[src/rtl/mct_pkg.sv]
// Shared types and constants of the match and capture timer.
`default_nettype none

package mct_pkg;

	localparam int NUM_MATCH   = 4;
	localparam int NUM_CAPTURE = 2;
	localparam int NUM_FLAGS   = NUM_MATCH + NUM_CAPTURE;
	localparam int ADDR_W      = 5;
	localparam int DATA_W      = 32;

	typedef enum logic [2:0] {
		OP_TICK    = 3'd0,
		OP_CONTROL = 3'd1,
		OP_COUNTER = 3'd2,
		OP_CLEAR   = 3'd3,
		OP_READ    = 3'd4
	} op_t;

	typedef enum logic [2:0] {
		REG_PRESCALE_LIMIT  = 3'd0,
		REG_MATCH_CONTROL   = 3'd1,
		REG_MATCH_VALUE_0   = 3'd2,
		REG_MATCH_VALUE_1   = 3'd3,
		REG_MATCH_VALUE_2   = 3'd4,
		REG_MATCH_VALUE_3   = 3'd5,
		REG_CAPTURE_CONTROL = 3'd6
	} reg_idx_t;

	typedef struct packed {
		logic [2:0]  op;
		logic [31:0] write_data;
		logic [1:0]  capture_pins;
	} in_word_t;

	typedef struct packed {
		logic [31:0] timer_count;
		logic [5:0]  flag_bits;
		logic        interrupt_request;
		logic [31:0] captured_value_0;
		logic [31:0] captured_value_1;
	} out_word_t;

	typedef struct packed {
		logic [31:0]                prescale_limit;
		logic [7:0]                 match_control;
		logic [NUM_MATCH-1:0][31:0] match_value;
		logic [5:0]                 capture_control;
	} cfg_t;

endpackage

`default_nettype wire

[src/rtl/mct_regs.sv]
// Configuration register file of the match and capture timer with its APB access.
`default_nettype none

module mct_regs (
	input  wire logic                       clk,
	input  wire logic                       arst_n,
	input  wire logic                       psel,
	input  wire logic                       penable,
	input  wire logic                       pwrite,
	input  wire logic [mct_pkg::ADDR_W-1:0] paddr,
	input  wire logic [mct_pkg::DATA_W-1:0] pwdata,
	output logic      [mct_pkg::DATA_W-1:0] prdata,
	output mct_pkg::cfg_t                   cfg
);
	import mct_pkg::*;

	cfg_t       cfg_q;
	logic       wr_en;
	logic [2:0] idx;

	assign wr_en = psel && penable && pwrite;
	assign idx   = paddr[ADDR_W-1:2];
	assign cfg   = cfg_q;

	always_ff @(posedge clk or negedge arst_n) begin
		if (!arst_n) begin
			cfg_q <= '0;
		end else if (wr_en) begin
			unique case (idx)
				REG_PRESCALE_LIMIT:  cfg_q.prescale_limit  <= pwdata;
				REG_MATCH_CONTROL:   cfg_q.match_control   <= pwdata[7:0];
				REG_MATCH_VALUE_0:   cfg_q.match_value[0]  <= pwdata;
				REG_MATCH_VALUE_1:   cfg_q.match_value[1]  <= pwdata;
				REG_MATCH_VALUE_2:   cfg_q.match_value[2]  <= pwdata;
				REG_MATCH_VALUE_3:   cfg_q.match_value[3]  <= pwdata;
				REG_CAPTURE_CONTROL: cfg_q.capture_control <= pwdata[5:0];
				default: ;
			endcase
		end
	end

	always_comb begin
		unique case (idx)
			REG_PRESCALE_LIMIT:  prdata = cfg_q.prescale_limit;
			REG_MATCH_CONTROL:   prdata = {24'd0, cfg_q.match_control};
			REG_MATCH_VALUE_0:   prdata = cfg_q.match_value[0];
			REG_MATCH_VALUE_1:   prdata = cfg_q.match_value[1];
			REG_MATCH_VALUE_2:   prdata = cfg_q.match_value[2];
			REG_MATCH_VALUE_3:   prdata = cfg_q.match_value[3];
			REG_CAPTURE_CONTROL: prdata = {26'd0, cfg_q.capture_control};
			default:             prdata = '0;
		endcase
	end

endmodule

`default_nettype wire

[src/rtl/match_capture_timer_core.sv]
// Top level of the prescaled 32-bit timer with four match and two capture channels.
//
// The timer takes one word per clock cycle while in_stall is low, whether a tick, a control,
// counter or flag-clear write, or a read, and returns exactly one result word for each; a word
// passes through the input register and then the result register. Counter, prescaler, flag and
// capture state is updated as a word moves on into the result register, so back-to-back ticks
// see each other's effects with no extra delay.
`default_nettype none

module match_capture_timer_core (
	input  wire logic                       clk,
	input  wire logic                       arst_n,
	input  wire logic                       in_valid,
	output logic                            in_stall,
	input  wire mct_pkg::in_word_t          in_word,
	output logic                            out_valid,
	input  wire logic                       out_stall,
	output mct_pkg::out_word_t              out_word,
	input  wire logic                       psel,
	input  wire logic                       penable,
	input  wire logic                       pwrite,
	input  wire logic [mct_pkg::ADDR_W-1:0] paddr,
	input  wire logic [mct_pkg::DATA_W-1:0] pwdata,
	output logic      [mct_pkg::DATA_W-1:0] prdata,
	output logic                            pready
);
	import mct_pkg::*;

	cfg_t      cfg;
	in_word_t  in_word_s1;
	logic      valid_s1;
	out_word_t out_word_q;
	logic      out_valid_q;
	logic      adv;

	logic [31:0]                  count_q, count_d;
	logic [31:0]                  presc_q, presc_d;
	logic                         run_q, run_d;
	logic                         hold_q, hold_d;
	logic [NUM_FLAGS-1:0]         flags_q, flags_d;
	logic [NUM_CAPTURE-1:0][31:0] cap_q, cap_d;
	logic [NUM_CAPTURE-1:0]       pins_q, pins_d;
	logic                         clr;

	mct_regs u_regs (
		.clk    (clk),
		.arst_n (arst_n),
		.psel   (psel),
		.penable(penable),
		.pwrite (pwrite),
		.paddr  (paddr),
		.pwdata (pwdata),
		.prdata (prdata),
		.cfg    (cfg)
	);

	assign pready    = 1'b1;
	assign adv       = valid_s1 && (!out_valid_q || !out_stall);
	assign in_stall  = valid_s1 && !adv;
	assign out_valid = out_valid_q;
	assign out_word  = out_word_q;

	always_comb begin
		logic       now_b;
		logic       was_b;
		logic [2:0] sel;
		now_b   = 1'b0;
		was_b   = 1'b0;
		sel     = '0;
		count_d = count_q;
		presc_d = presc_q;
		run_d   = run_q;
		hold_d  = hold_q;
		flags_d = flags_q;
		cap_d   = cap_q;
		pins_d  = pins_q;
		clr     = 1'b0;
		unique case (in_word_s1.op)
			OP_TICK: begin
				if (run_q && !hold_q) begin
					if (presc_q == cfg.prescale_limit) begin
						presc_d = '0;
						for (int m = 0; m < NUM_MATCH; m++) begin
							if (cfg.match_value[m] == count_q) begin
								if (cfg.match_control[2*m]) begin
									flags_d[m] = 1'b1;
								end
								if (cfg.match_control[2*m+1]) begin
									clr = 1'b1;
								end
							end
						end
						count_d = clr ? '0 : count_q + 32'd1;
					end else begin
						presc_d = presc_q + 32'd1;
					end
				end
				for (int c = 0; c < NUM_CAPTURE; c++) begin
					now_b = in_word_s1.capture_pins[c];
					was_b = pins_q[c];
					sel   = cfg.capture_control[3*c +: 3];
					if ((sel[0] && !was_b && now_b) || (sel[1] && was_b && !now_b)) begin
						cap_d[c] = count_q;
						if (sel[2]) begin
							flags_d[NUM_MATCH + c] = 1'b1;
						end
					end
				end
				pins_d = in_word_s1.capture_pins;
			end
			OP_CONTROL: begin
				run_d  = in_word_s1.write_data[0];
				hold_d = in_word_s1.write_data[1];
				if (in_word_s1.write_data[1]) begin
					count_d = '0;
					presc_d = '0;
				end
			end
			OP_COUNTER: begin
				count_d = in_word_s1.write_data;
			end
			OP_CLEAR: begin
				flags_d = flags_q & ~in_word_s1.write_data[NUM_FLAGS-1:0];
			end
			default: ;
		endcase
	end

	always_ff @(posedge clk or negedge arst_n) begin
		if (!arst_n) begin
			valid_s1 <= 1'b0;
		end else if (in_valid && !in_stall) begin
			valid_s1 <= 1'b1;
		end else if (adv) begin
			valid_s1 <= 1'b0;
		end
	end

	always_ff @(posedge clk) begin
		if (in_valid && !in_stall) begin
			in_word_s1 <= in_word;
		end
	end

	always_ff @(posedge clk or negedge arst_n) begin
		if (!arst_n) begin
			count_q <= '0;
			presc_q <= '0;
			run_q   <= 1'b0;
			hold_q  <= 1'b0;
			flags_q <= '0;
			cap_q   <= '0;
			pins_q  <= '0;
		end else if (adv) begin
			count_q <= count_d;
			presc_q <= presc_d;
			run_q   <= run_d;
			hold_q  <= hold_d;
			flags_q <= flags_d;
			cap_q   <= cap_d;
			pins_q  <= pins_d;
		end
	end

	always_ff @(posedge clk or negedge arst_n) begin
		if (!arst_n) begin
			out_valid_q <= 1'b0;
		end else if (adv) begin
			out_valid_q <= 1'b1;
		end else if (!out_stall) begin
			out_valid_q <= 1'b0;
		end
	end

	always_ff @(posedge clk) begin
		if (adv) begin
			out_word_q.timer_count       <= count_d;
			out_word_q.flag_bits         <= flags_d;
			out_word_q.interrupt_request <= |flags_d;
			out_word_q.captured_value_0  <= cap_d[0];
			out_word_q.captured_value_1  <= cap_d[1];
		end
	end

`ifndef SYNTHESIS
	a_hold_keeps_prescaler_clear: assert property (@(posedge clk) disable iff (!arst_n)
		hold_q |-> presc_q == '0)
		else $error("Prescaler moved while the timer is held in reset.");

	a_flags_set_only_by_tick: assert property (@(posedge clk) disable iff (!arst_n)
		adv && in_word_s1.op != OP_TICK |=> (flags_q & ~$past(flags_q)) == '0)
		else $error("A flag was raised by a word that is not a tick.");

	a_irq_matches_flags: assert property (@(posedge clk) disable iff (!arst_n)
		out_valid_q |-> out_word_q.interrupt_request == (|out_word_q.flag_bits))
		else $error("Interrupt request disagrees with the pending flags.");

	a_stall_only_when_full: assert property (@(posedge clk) disable iff (!arst_n)
		in_stall |-> valid_s1 && out_valid_q && out_stall)
		else $error("Input stalled while the pipeline could move.");
`endif

endmodule

`default_nettype wire
[config.mk]
export PLATFORM = sky130hd
export DESIGN_NAME = match_capture_timer_core
export DESIGN_NICKNAME = d
export VERILOG_FILES = /design/src/rtl/mct_pkg.sv /design/src/rtl/mct_regs.sv /design/src/rtl/match_capture_timer_core.sv
export SDC_FILE = /design/constraint.sdc
export NUM_CORES = 1
export LEC_CHECK = 0
export ABC_AREA = 1
export BUFFER_PORTS_ARGS = -buffer_cell sky130_fd_sc_hd__buf_2
export CAP_MARGIN = 20
export CELL_PAD_IN_SITES_DETAIL_PLACEMENT = 1
export CELL_PAD_IN_SITES_GLOBAL_PLACEMENT = 1
export CORE_ASPECT_RATIO = 0.5
export CORE_UTILIZATION = 40
export CTS_CLUSTER_DIAMETER = 100
export CTS_CLUSTER_SIZE = 10
export DETAILED_ROUTE_END_ITERATION = 16
export MAX_ROUTING_LAYER = met4
export PLACE_DENSITY = 0.75
export SLEW_MARGIN = 20
export SYNTH_ARGS = -nofsm -noshare
export SYNTH_HDL_FRONTEND = slang
export SYNTH_SLANG_ARGS = --single-unit
[constraint.sdc]
create_clock -name clk -period 2.5 [get_ports clk]
set_clock_uncertainty 0.1 [all_clocks]
set_input_delay 0.25 -clock clk [delete_from_list [all_inputs] [get_ports clk]]
set_output_delay 0.25 -clock clk [all_outputs]
set_load 0.01 [all_outputs]
After elaboration in Yosys (flattened, before gate mapping)
Cells that the tools add are included.
{ "totals": {"ff_bits": 454, "input_bits": 81, "output_inout_bits": 138, "elab_cells": 130} }
{ "op_classes": {"addsub": 2, "eq_ne": 17, "muxes": 43, "bitwise": 2, "n_reduce_logical": 41} }
{ "op_table": {"columns": ["operator", "count"], "rows": [
  ["32-bit two-way mux", 9],
  ["32-bit case mux with 7 select lines", 1],
  ["32-bit equality test", 5],
  ["32-bit case mux with 3 select lines", 1],
  ["32-bit by 1-bit adder with 32-bit output, second input constant", 2],
  ["64-bit two-way mux", 1],
  ["32-bit case mux with 2 select lines", 1],
  ["1-bit two-way mux", 27],
  ["2-bit AND reduction", 9],
  ["1-bit logical AND", 14],
  ["3-bit by 2-bit equality test with 1-bit output, second input constant", 4],
  ["6-bit case mux with 2 select lines", 1],
  ["3-bit equality test, second input constant", 3],
  ["1-bit logical NOT", 9],
  ["4-bit two-way mux", 2],
  ["6-bit AND", 1],
  ["3-bit by 1-bit equality test with 1-bit output, second input constant", 2],
  ["3-bit logical NOT", 2],
  ["6-bit NOT", 1],
  ["6-bit OR reduction", 1],
  ["2-bit != test, second input constant", 2],
  ["4-bit AND reduction", 1],
  ["2-bit nonzero test", 2],
  ["1-bit logical OR", 3],
  ["2-bit by 1-bit != test with 1-bit output, second input constant", 1]
]} }

Longest topological paths before layout
Gate-level depths: netlist of run 1.
{ "depth": {"word_depth": 15, "depth_mapped": 19, "ltp_nobuf": 19} }

Cells and area by module
A second synthesis of run 1 with hierarchy kept.
{ "unflattened": {"hier_cells": 3250, "hier_area_um2": 24568.6} }
{ "modules_own_cells": {"columns": ["module", "instances", "cells_per_inst", "area_per_inst_um2", "seq_area_each_um2"], "rows": [
  ["match_capture_timer_core", 1, 2109, 16066.7, 7707.4],
  ["mct_regs", 1, 1141, 8501.9, 4354.2]
]} }

Worst setup path before layout of run 1
No wires, ideal clock.
{ "synth_path": {"kind": "register to register", "from": "register out_valid_q (netlist: out_valid)", "to": "register out_word_q, in the netlist out_word[0] (enable)", "setup_time_ns": 0.418, "t_arrival_ns": 2.288, "required_ns": 1.982, "setup_slack_ns": -0.307, "stages_incl_launch_ff": 6, "n_path_buf": 2, "synth_period_minus_slack_ns": 2.807, "cell_sequence": "dfrtp_1 nand2_1 inv_1 nor2_2 clkbuf_1 buf_2"} }
{ "synth_via": {"elab_chain_cells": 3} }
{ "synth_lines": {"columns": ["item", "line", "text"], "rows": [
  ["start: declaration", "match_capture_timer_core.sv:33", "logic out_valid_q;"],
  ["start signal: assignment", "match_capture_timer_core.sv:167", "out_valid_q <= 1'b0;"],
  ["start signal: assignment", "match_capture_timer_core.sv:169", "out_valid_q <= 1'b1;"],
  ["start signal: assignment", "match_capture_timer_core.sv:171", "out_valid_q <= 1'b0;"],
  ["1-bit logical NOT", "match_capture_timer_core.sv:58", "assign adv = valid_s1 && (!out_valid_q || !out_stall);"],
  ["1-bit logical OR", "match_capture_timer_core.sv:58", null],
  ["1-bit logical AND", "match_capture_timer_core.sv:58", null],
  ["net adv", "match_capture_timer_core.sv:34", "logic adv;"],
  ["end: declaration", "match_capture_timer_core.sv:32", "out_word_t out_word_q;"]
]} }
The timed path passes the listed nets, and every way through them passes these cells.
A chain may end at the register's enable or synchronous reset.

Worst setup path in the final report of run 1
{ "layout_path": {"from": "register count_q[28]", "to": "register count_q[27]"} }
{ "layout_via": {"elab_chain_cells": 15, "elab_cells_between_ends": 18, "cone_classes": "eq/ne (4); mux (14)"} }
{ "layout_lines": {"columns": ["item", "line", "text"], "rows": [
  ["start: declaration", "match_capture_timer_core.sv:36", "logic [31:0] count_q, count_d;"],
  ["start signal: assignment", "match_capture_timer_core.sv:155", "count_q <= count_d;"],
  ["32-bit equality test", "match_capture_timer_core.sv:84", "if (cfg.match_value[m] == count_q) begin"],
  ["1-bit two-way mux", "match_capture_timer_core.sv:84", null],
  ["1-bit two-way mux", "match_capture_timer_core.sv:88", "if (cfg.match_control[2*m+1]) begin"],
  ["1-bit two-way mux", "match_capture_timer_core.sv:84", null],
  ["1-bit two-way mux", "match_capture_timer_core.sv:88", null],
  ["1-bit two-way mux", "match_capture_timer_core.sv:84", null],
  ["1-bit two-way mux", "match_capture_timer_core.sv:88", null],
  ["1-bit two-way mux (*)", "match_capture_timer_core.sv:84", null],
  ["1-bit two-way mux (*)", "match_capture_timer_core.sv:81", "if (presc_q == cfg.prescale_limit) begin"],
  ["1-bit two-way mux (*)", "match_capture_timer_core.sv:80", "if (run_q && !hold_q) begin"],
  ["1-bit two-way mux (*)", "match_capture_timer_core.sv:78", "unique case (in_word_s1.op)"],
  ["32-bit two-way mux (*)", "match_capture_timer_core.sv:93", "count_d = clr ? '0 : count_q + 32'd1;"],
  ["32-bit two-way mux (*)", "match_capture_timer_core.sv:81", null],
  ["32-bit two-way mux (*)", "match_capture_timer_core.sv:80", null],
  ["32-bit case mux with 3 select lines (*)", "match_capture_timer_core.sv:78", null],
  ["net count_d[27]", "match_capture_timer_core.sv:36", null]
]} }
The timed path passes the listed nets; every way through them passes the cells marked *. The select of a mux whose other input is x is not followed.

==> flow_metrics.env, run 1 <==
export IMPL_htreeDepth=2
export IMPL_fin_crit_ps=2660
export IMPL_grt_max_degree=142
export IMPL_vias_per_cell=5.52
export IMPL_hold_worst_slack_ps=139
export IMPL_synth_top_cells_by_area="dfrtp_1 35%, edfxtp_1 19%, nand2_1 16%, o21ai_0 5.6%, inv_1 3.6%"
export IMPL_syn_nets=2821
export IMPL_async_flop_share_pct=69.2
export IMPL_arrival_ps=3050
export IMPL_pwr_density_cell_nw_per_um2=940
export IMPL_num_rows=61
export IMPL_dp_cells=3803
export IMPL_synth_cell_types=56
export IMPL_r2r_end="count_q[27]"
export IMPL_endpoint="count_q[27]"
export IMPL_core_sq_um=55800
export IMPL_io_buffers=215
export IMPL_layoutNonFillerInstCount=3984
export IMPL_reg2reg_setup_slack_ps=-160
export IMPL_yosysTopAreaCell="dfrtp_1"
export IMPL_grt_pass1_wl_mm=131
export IMPL_num_vias=22000
export IMPL_status="complete, but fails checks"
export IMPL_cp_start_kind="flop"
export IMPL_clockBufferDepth=3
export IMPL_place_hpwl_mm=60.1
export IMPL_cpPeakStageDelay_ps=380
export IMPL_initial_core_util_pct=40.7
export IMPL_leakage_nw=13.4
export IMPL_yosysWarningCount=0
export IMPL_cpMostUsedCell="nand2_1"
export IMPL_drv_slew=0
export IMPL_hp_class="input pin to asynchronous set/reset pin"
export IMPL_drv_cap=0
export IMPL_die_h_um=170
export IMPL_yosys_area_top_type_share_pct=34.6
export IMPL_track_usage_pct=30.6
export IMPL_fillers=6550
export IMPL_cp_max_fo=8
export IMPL_finalNetCount=3282
export IMPL_period_share_pct=106
export IMPL_synthCells=2738
export IMPL_synthTopCellsByCount="991 x nand2_1, 314 x dfrtp_1, 253 x o21ai_0"
export IMPL_slew_headroom_pct=34.3
export IMPL_synth_main_ff_cell="dfrtp_1"
export IMPL_area_growth_pct=29.1
export IMPL_synth_yosys_seq_area_share_pct=53.1
export IMPL_syn_area_per_cell_sq_um=8.29
export IMPL_worstSkewPairLatency_ps=610
export IMPL_ir_drop_mv=0.559
export IMPL_cts_tree="yes"
export IMPL_gp_congestion=0.953
export IMPL_wirelength_mm=89.9
export IMPL_die_area_sq_um=57800
export IMPL_reg2reg_depth=16
export IMPL_max_freq_ghz=0.376
export IMPL_ant_nets=0
export IMPL_antenna_found_initial=3
export IMPL_grt_pass1_vias=22300
export IMPL_clockRootBuffer="clkbuf_16"
export IMPL_crit_required_ps=2890
export IMPL_cts_buffers_inserted=51
export IMPL_layout_setup_ws_ps=-158
export IMPL_drtPass1Iterations=5
export IMPL_final_seq_area_sq_um=12100
export IMPL_path_class="flop to flop"
export IMPL_setup_viol=60
export IMPL_drtIter0Drc=1995
export IMPL_slowest_stage="dfrtp_1"
export IMPL_yosysMostFrequentCell="nand2_1"
export IMPL_tightestPinTransition_ps=986
export IMPL_ys_ff_latch=454
export IMPL_synth_edf_count=140
export IMPL_crit_chain="buf_4, xnor2_1, nand2_1, nor2_1, nand2_1, nor2_4, nand3_1, nand2_2, o21ai_4, clkbuf_16, nand2_2, nand2_1, nand2_1, nand3_2, nand2_1, nand2_2"
export IMPL_hold_viol=0
export IMPL_path_clk_slew_ps=60
export IMPL_route_detailed_drc=0
export IMPL_ios=219
export IMPL_cp_end_kind="flop"
export IMPL_r2r_start="count_q[28]"
export IMPL_post_drt_wl_per_cell_um=22.6
export IMPL_syn_area_sq_um=22700
export IMPL_drive_gt1_share_pct=24.0
export IMPL_grt_overflow_total=0
export IMPL_cts_sinks=454
export IMPL_die_width_um=339
export IMPL_violations="setup timing"
export IMPL_cp_startpoint="count_q[28]"
export IMPL_multi_input_area_sq_um=9720
export IMPL_rsz0062_at_grt="yes"
-- area by class of cell --
cell class                      instances  area share (%)
Clock buffer                           76            4.75
Multi-Input combinational cell       1898            33.2
Tap cell                              756            3.23
Antenna cell                            3          0.0256
Inverter                              244            3.20
Timing Repair Buffer                  550            14.3
Clock inverter                          3           0.115
Sequential cell                       454            41.3
-- worst max-delay path: cells and delay by family, from the launching register on --
kind / cells / cell delay, ps
AND/OR/NAND/NOR: 12 / 1290
buffers and inverters: 2 / 400
flip-flops: 1 / 380
XOR/XNOR: 1 / 240
AO/OA/AOI/OAI: 1 / 120
-- cells by family after synthesis --
kind of cell | count (synthesis) | share of synthesized area (%)
buf+inv | 386 | 6.94
xor+xnor | 108 | 4.17
simple gates | 1313 | 23.7
compound gates | 473 | 11.9
mux | 1 | 0.0496
fa+ha+maj | 2 | 0.110
other cells | 1 | 0.0165
flops | 454 | 53.1
-- routing by layer --
| layer | wire, um | track usage, % | up-vias |
|---|---|---|---|
| met5 | 0 | - | - |
| met4 | 4110 | 12.6 | 0 |
| met3 | 6350 | 4.90 | 288 |
| met2 | 41600 | 48.5 | 848 |
| met1 | 37900 | 39.5 | 11000 |
| li1 | - | - | 9810 |
-- per-stage QoR --
stage | area (sq um) | TNS (ps) | total power, mW | utilization [%] | setup slack [ps]
CTS | 28400 | 0 | 26.9 | 51.0 | 0.678
finish | 29300 | -3510 | 27.6 | 52.5 | -158
global route | 29300 | -6460 | 28.9 | 52.5 | -171
detailed placement | 26200 | -1010 | 19.7 | 47.0 | -63.0
global placement | 26200 | -45.7 | 19.3 | 47.0 | -14.7
floorplan | 22700 | 0 | 15.8 | - | 237
-- cells in the final DEF, fill, tap and decap left out, drive strengths merged, types with 2 or more instances in the layout --
| master | instances |
|---|---|
| a211oi | 4 |
| a21oi | 80 |
| a221oi | 25 |
| a22oi | 33 |
| a31oi | 2 |
| buf | 473 |
| clkbuf | 79 |
| clkinv | 3 |
| dfrtp | 314 |
| diode | 3 |
| dlygate4sd3 | 74 |
| edfxtp | 140 |
| ha | 2 |
| inv | 244 |
| nand2 | 996 |
| nand3 | 84 |
| nand4 | 25 |
| nor2 | 160 |
| nor3 | 37 |
| nor4 | 6 |
| o2111ai | 2 |
| o211ai | 13 |
| o21a | 2 |
| o21ai | 274 |
| o221ai | 10 |
| o22ai | 19 |
| o31ai | 3 |
| or2 | 3 |
| xnor2 | 90 |
| xor2 | 18 |
-- registers in the layout, indices dropped and copies added, names as in the netlist --
name / count
out_valid: 1
out_word: 103
count_q: 32
flags_q: 6
in_word_s1: 37
u_regs.cfg: 174
cap_q: 64
hold_q: 1
valid_s1: 1
run_q: 1
presc_q: 32
pins_q: 2
-- report_power, final --
| part | internal (mW) | leakage, nW | switching, mW | total (mW) |
|---|---|---|---|---|
| combinational | 3.57 | 7.39 | 5.72 | 9.29 |
| sequential | 9.71 | 5.33 | 1.56 | 11.3 |
| clock | 3.80 | 0.685 | 3.20 | 7.00 |
-- what timing repair did --
item,CTS,global route
endpoints found under the hold margin,271,0
pin swaps,3,50
resized for setup,26,186
buffers inserted,0,21
cloned,0,4
setup endpoints to repair,52,87
hold buffers,74,0
-- worst min path at each step --
stage	start	to	slack, ps	depth (start not counted)
4_1_cts	penable	u_regs.cfg[79]	120	6
6_report	arst_n	cap_q[51]	140	2
3_3_place_gp	arst_n	cap_q[51]	190	1
3_5_place_dp	arst_n	cap_q[51]	200	1
2_1_floorplan	arst_n	cap_q[0]	-150	0
5_1_grt	arst_n	cap_q[53]	170	2
No activity file was read; power rests on OpenSTA's default activity.
==> run 2: changes to the inputs <==
--- a/config.mk
+++ b/config.mk
@@ -10,13 +10,12 @@
 export CAP_MARGIN = 20
 export CELL_PAD_IN_SITES_DETAIL_PLACEMENT = 1
 export CELL_PAD_IN_SITES_GLOBAL_PLACEMENT = 1
-export CORE_ASPECT_RATIO = 0.5
-export CORE_UTILIZATION = 40
+export CORE_UTILIZATION = 41
 export CTS_CLUSTER_DIAMETER = 100
 export CTS_CLUSTER_SIZE = 10
 export DETAILED_ROUTE_END_ITERATION = 16
 export MAX_ROUTING_LAYER = met4
-export PLACE_DENSITY = 0.75
+export PLACE_DENSITY = 0.77
 export SLEW_MARGIN = 20
 export SYNTH_ARGS = -nofsm -noshare
 export SYNTH_HDL_FRONTEND = slang
==> flow_metrics.env, run 2 (synthesized netlist as in run 1, its figures left out) <==
export IMPL_status="complete, but fails checks"
export IMPL_violations="setup timing"
export IMPL_pwr_density_cell_nw_per_um2=941
export IMPL_hold_worst_slack_ps=58.0
export IMPL_layout_setup_ws_ps=-111
export IMPL_die_area_sq_um=56300
export IMPL_gr_usage_met2_pct=51.3
export IMPL_finalNetCount=3282
export IMPL_antenna_found_initial=1
export IMPL_hp_class="input pin to asynchronous set/reset pin"
export IMPL_arrival_ps=2950
export IMPL_post_drt_wl_per_cell_um=21.7
export IMPL_grt_overflow_total=0
export IMPL_worstSkewPairLatency_ps=630
export IMPL_layout_common_cells="951 x nand2_1, 295 x dfrtp_1, 252 x o21ai_0"
export IMPL_die_h_um=237
export IMPL_place_hpwl_mm=60.5
export IMPL_final_cell_area_sq_um=29100
export IMPL_grt_busiest_layer="met2"
export IMPL_hold_viol=0
export IMPL_grt_pass1_wl_mm=130
export IMPL_clockBufferDepth=3
export IMPL_dpl_cell_area_sq_um=26200
export IMPL_max_freq_ghz=0.383
export IMPL_cts_tree="yes"
export IMPL_die_width_um=237
export IMPL_area_growth_pct=28.1
export IMPL_fin_util_pct=53.7
export IMPL_cts_sinks=454
export IMPL_core_sq_um=54200
export IMPL_cp_end_kind="flop"
export IMPL_fillers=6400
export IMPL_ant_nets=0
export IMPL_drv_slew=0
export IMPL_period_share_pct=104
export IMPL_ir_drop_mv=0.555
export IMPL_vias_per_cell=5.43
export IMPL_grt_pass1_vias=22400
export IMPL_num_rows=85
export IMPL_slew_headroom_pct=17.0
export IMPL_track_usage_pct=31.1
export IMPL_grt_util_met1_pct=39.4
export IMPL_crit_required_ps=2840
export IMPL_wirelength_mm=85.2
export IMPL_grt_max_degree=214
export IMPL_drtIter0Drc=1385
export IMPL_cp_max_fo=8
export IMPL_htreeDepth=2
export IMPL_dp_slack_ps=-194
export IMPL_power_mw=27.4
export IMPL_io_buffers=215
export IMPL_path_class="flop to flop"
export IMPL_path_clk_slew_ps=60
export IMPL_fin_crit_ps=2610
export IMPL_rsz0062_at_grt="yes"
export IMPL_leakage_nw=13.4
export IMPL_route_detailed_drc=0
export IMPL_setup_viol=34
export IMPL_met3_usage_pct=3.68
export IMPL_final_common_cell="nand2_1"
export IMPL_cpMostUsedCell="nand2_1"
export IMPL_drive_gt1_share_pct=23.2
export IMPL_initial_core_util_pct=41.9
export IMPL_ios=219
export IMPL_clockRootBuffer="clkbuf_16"
export IMPL_drv_cap=0
export IMPL_gp_congestion=0.955
export IMPL_cts_buffers_inserted=51
export IMPL_slowest_stage="dfrtp_1"
export IMPL_drtPass1Iterations=5
export IMPL_crit_chain="buf_6, nand2_2, nand4_1, nor2_1, nand2_1, nor2_2, nand3_2, nand2_4, o21ai_4, buf_8, nand2_2, nand2_1, nand2_1, nand3_2, nand2_1, o21ai_1"
export IMPL_cp_start_kind="flop"
export IMPL_cpPeakStageDelay_ps=430
export IMPL_num_vias=21300
export IMPL_tightestPinTransition_ps=1250
export IMPL_largest_reg_flops=174
run 2: cell count changes in the layout (fill, tap and decap cells not counted), sizes merged:
cell / change
diode: -2
clkbuf: -5
buf: +5
inv: +1
dlygate4sd3: -2
run 2: power breakdown:
group | switching [mW] | leakage (nW) | internal, mW
combinational | 5.62 | 7.36 | 3.65
clock | 3.11 | 0.684 | 3.75
sequential | 1.54 | 5.34 | 9.72
run 2: layout make-up:
cell class                 count  area [sq um]  area share, %
multi-input combinational   1898          9700           33.3
clock inverter                 4          57.6          0.198
clock buffer                  74          1360           4.68
sequential                   454         12100           41.5
tap                          696           871           2.99
antenna                        1          2.50        0.00860
inverter                     244           923           3.17
timing repair buffer         550          4100           14.1
run 2: path summary, 6_finish.rpt:
path | startpoint | end | cells past startpoint | slack [ps]
hold / removal | arst_n | cap_q[39] | 2 | 60
min in group clk | paddr[3] | u_regs.cfg[136] | 5 | 220
setup reg to reg | count_q[10] | count_q[17] | 16 | -110
setup / recovery | count_q[10] | count_q[17] | 16 | -110
max in group asynchronous | arst_n | presc_q[31] | 3 | 1440
hold reg to reg | cap_q[26] | cap_q[26] | 2 | 380
run 2: what timing repair did:
item | 4_1_cts | 5_1_grt
cloned | 0 | 1
buffers inserted | 0 | 16
pin swaps | 4 | 49
endpoints found under the hold margin | 527 | 0
resized for setup | 39 | 146
hold buffers | 72 | 0
setup endpoints to repair | 83 | 86
run 2: stage by stage:
stage               TNS (ps)  instances
floorplan                  0       2738
global placement       -1310       3753
detailed placement     -6530       3753
CTS                   -0.965       3903
global route           -3550       3921
finish                  -839       3921
run 2: critical path, delay by kind of cell (launching register included):
kind	cells	cell delay (ps)
AND/OR/NAND/NOR	12	1330
flip-flops	1	430
buffers and inverters	2	340
AO/OA/AOI/OAI	2	210
run 2: routing by layer:
layer	share of wire, %	wire, um
met1	43	36400
met2	49	41400
met3	4.6	3900
met4	4.1	3500
met5	0	0
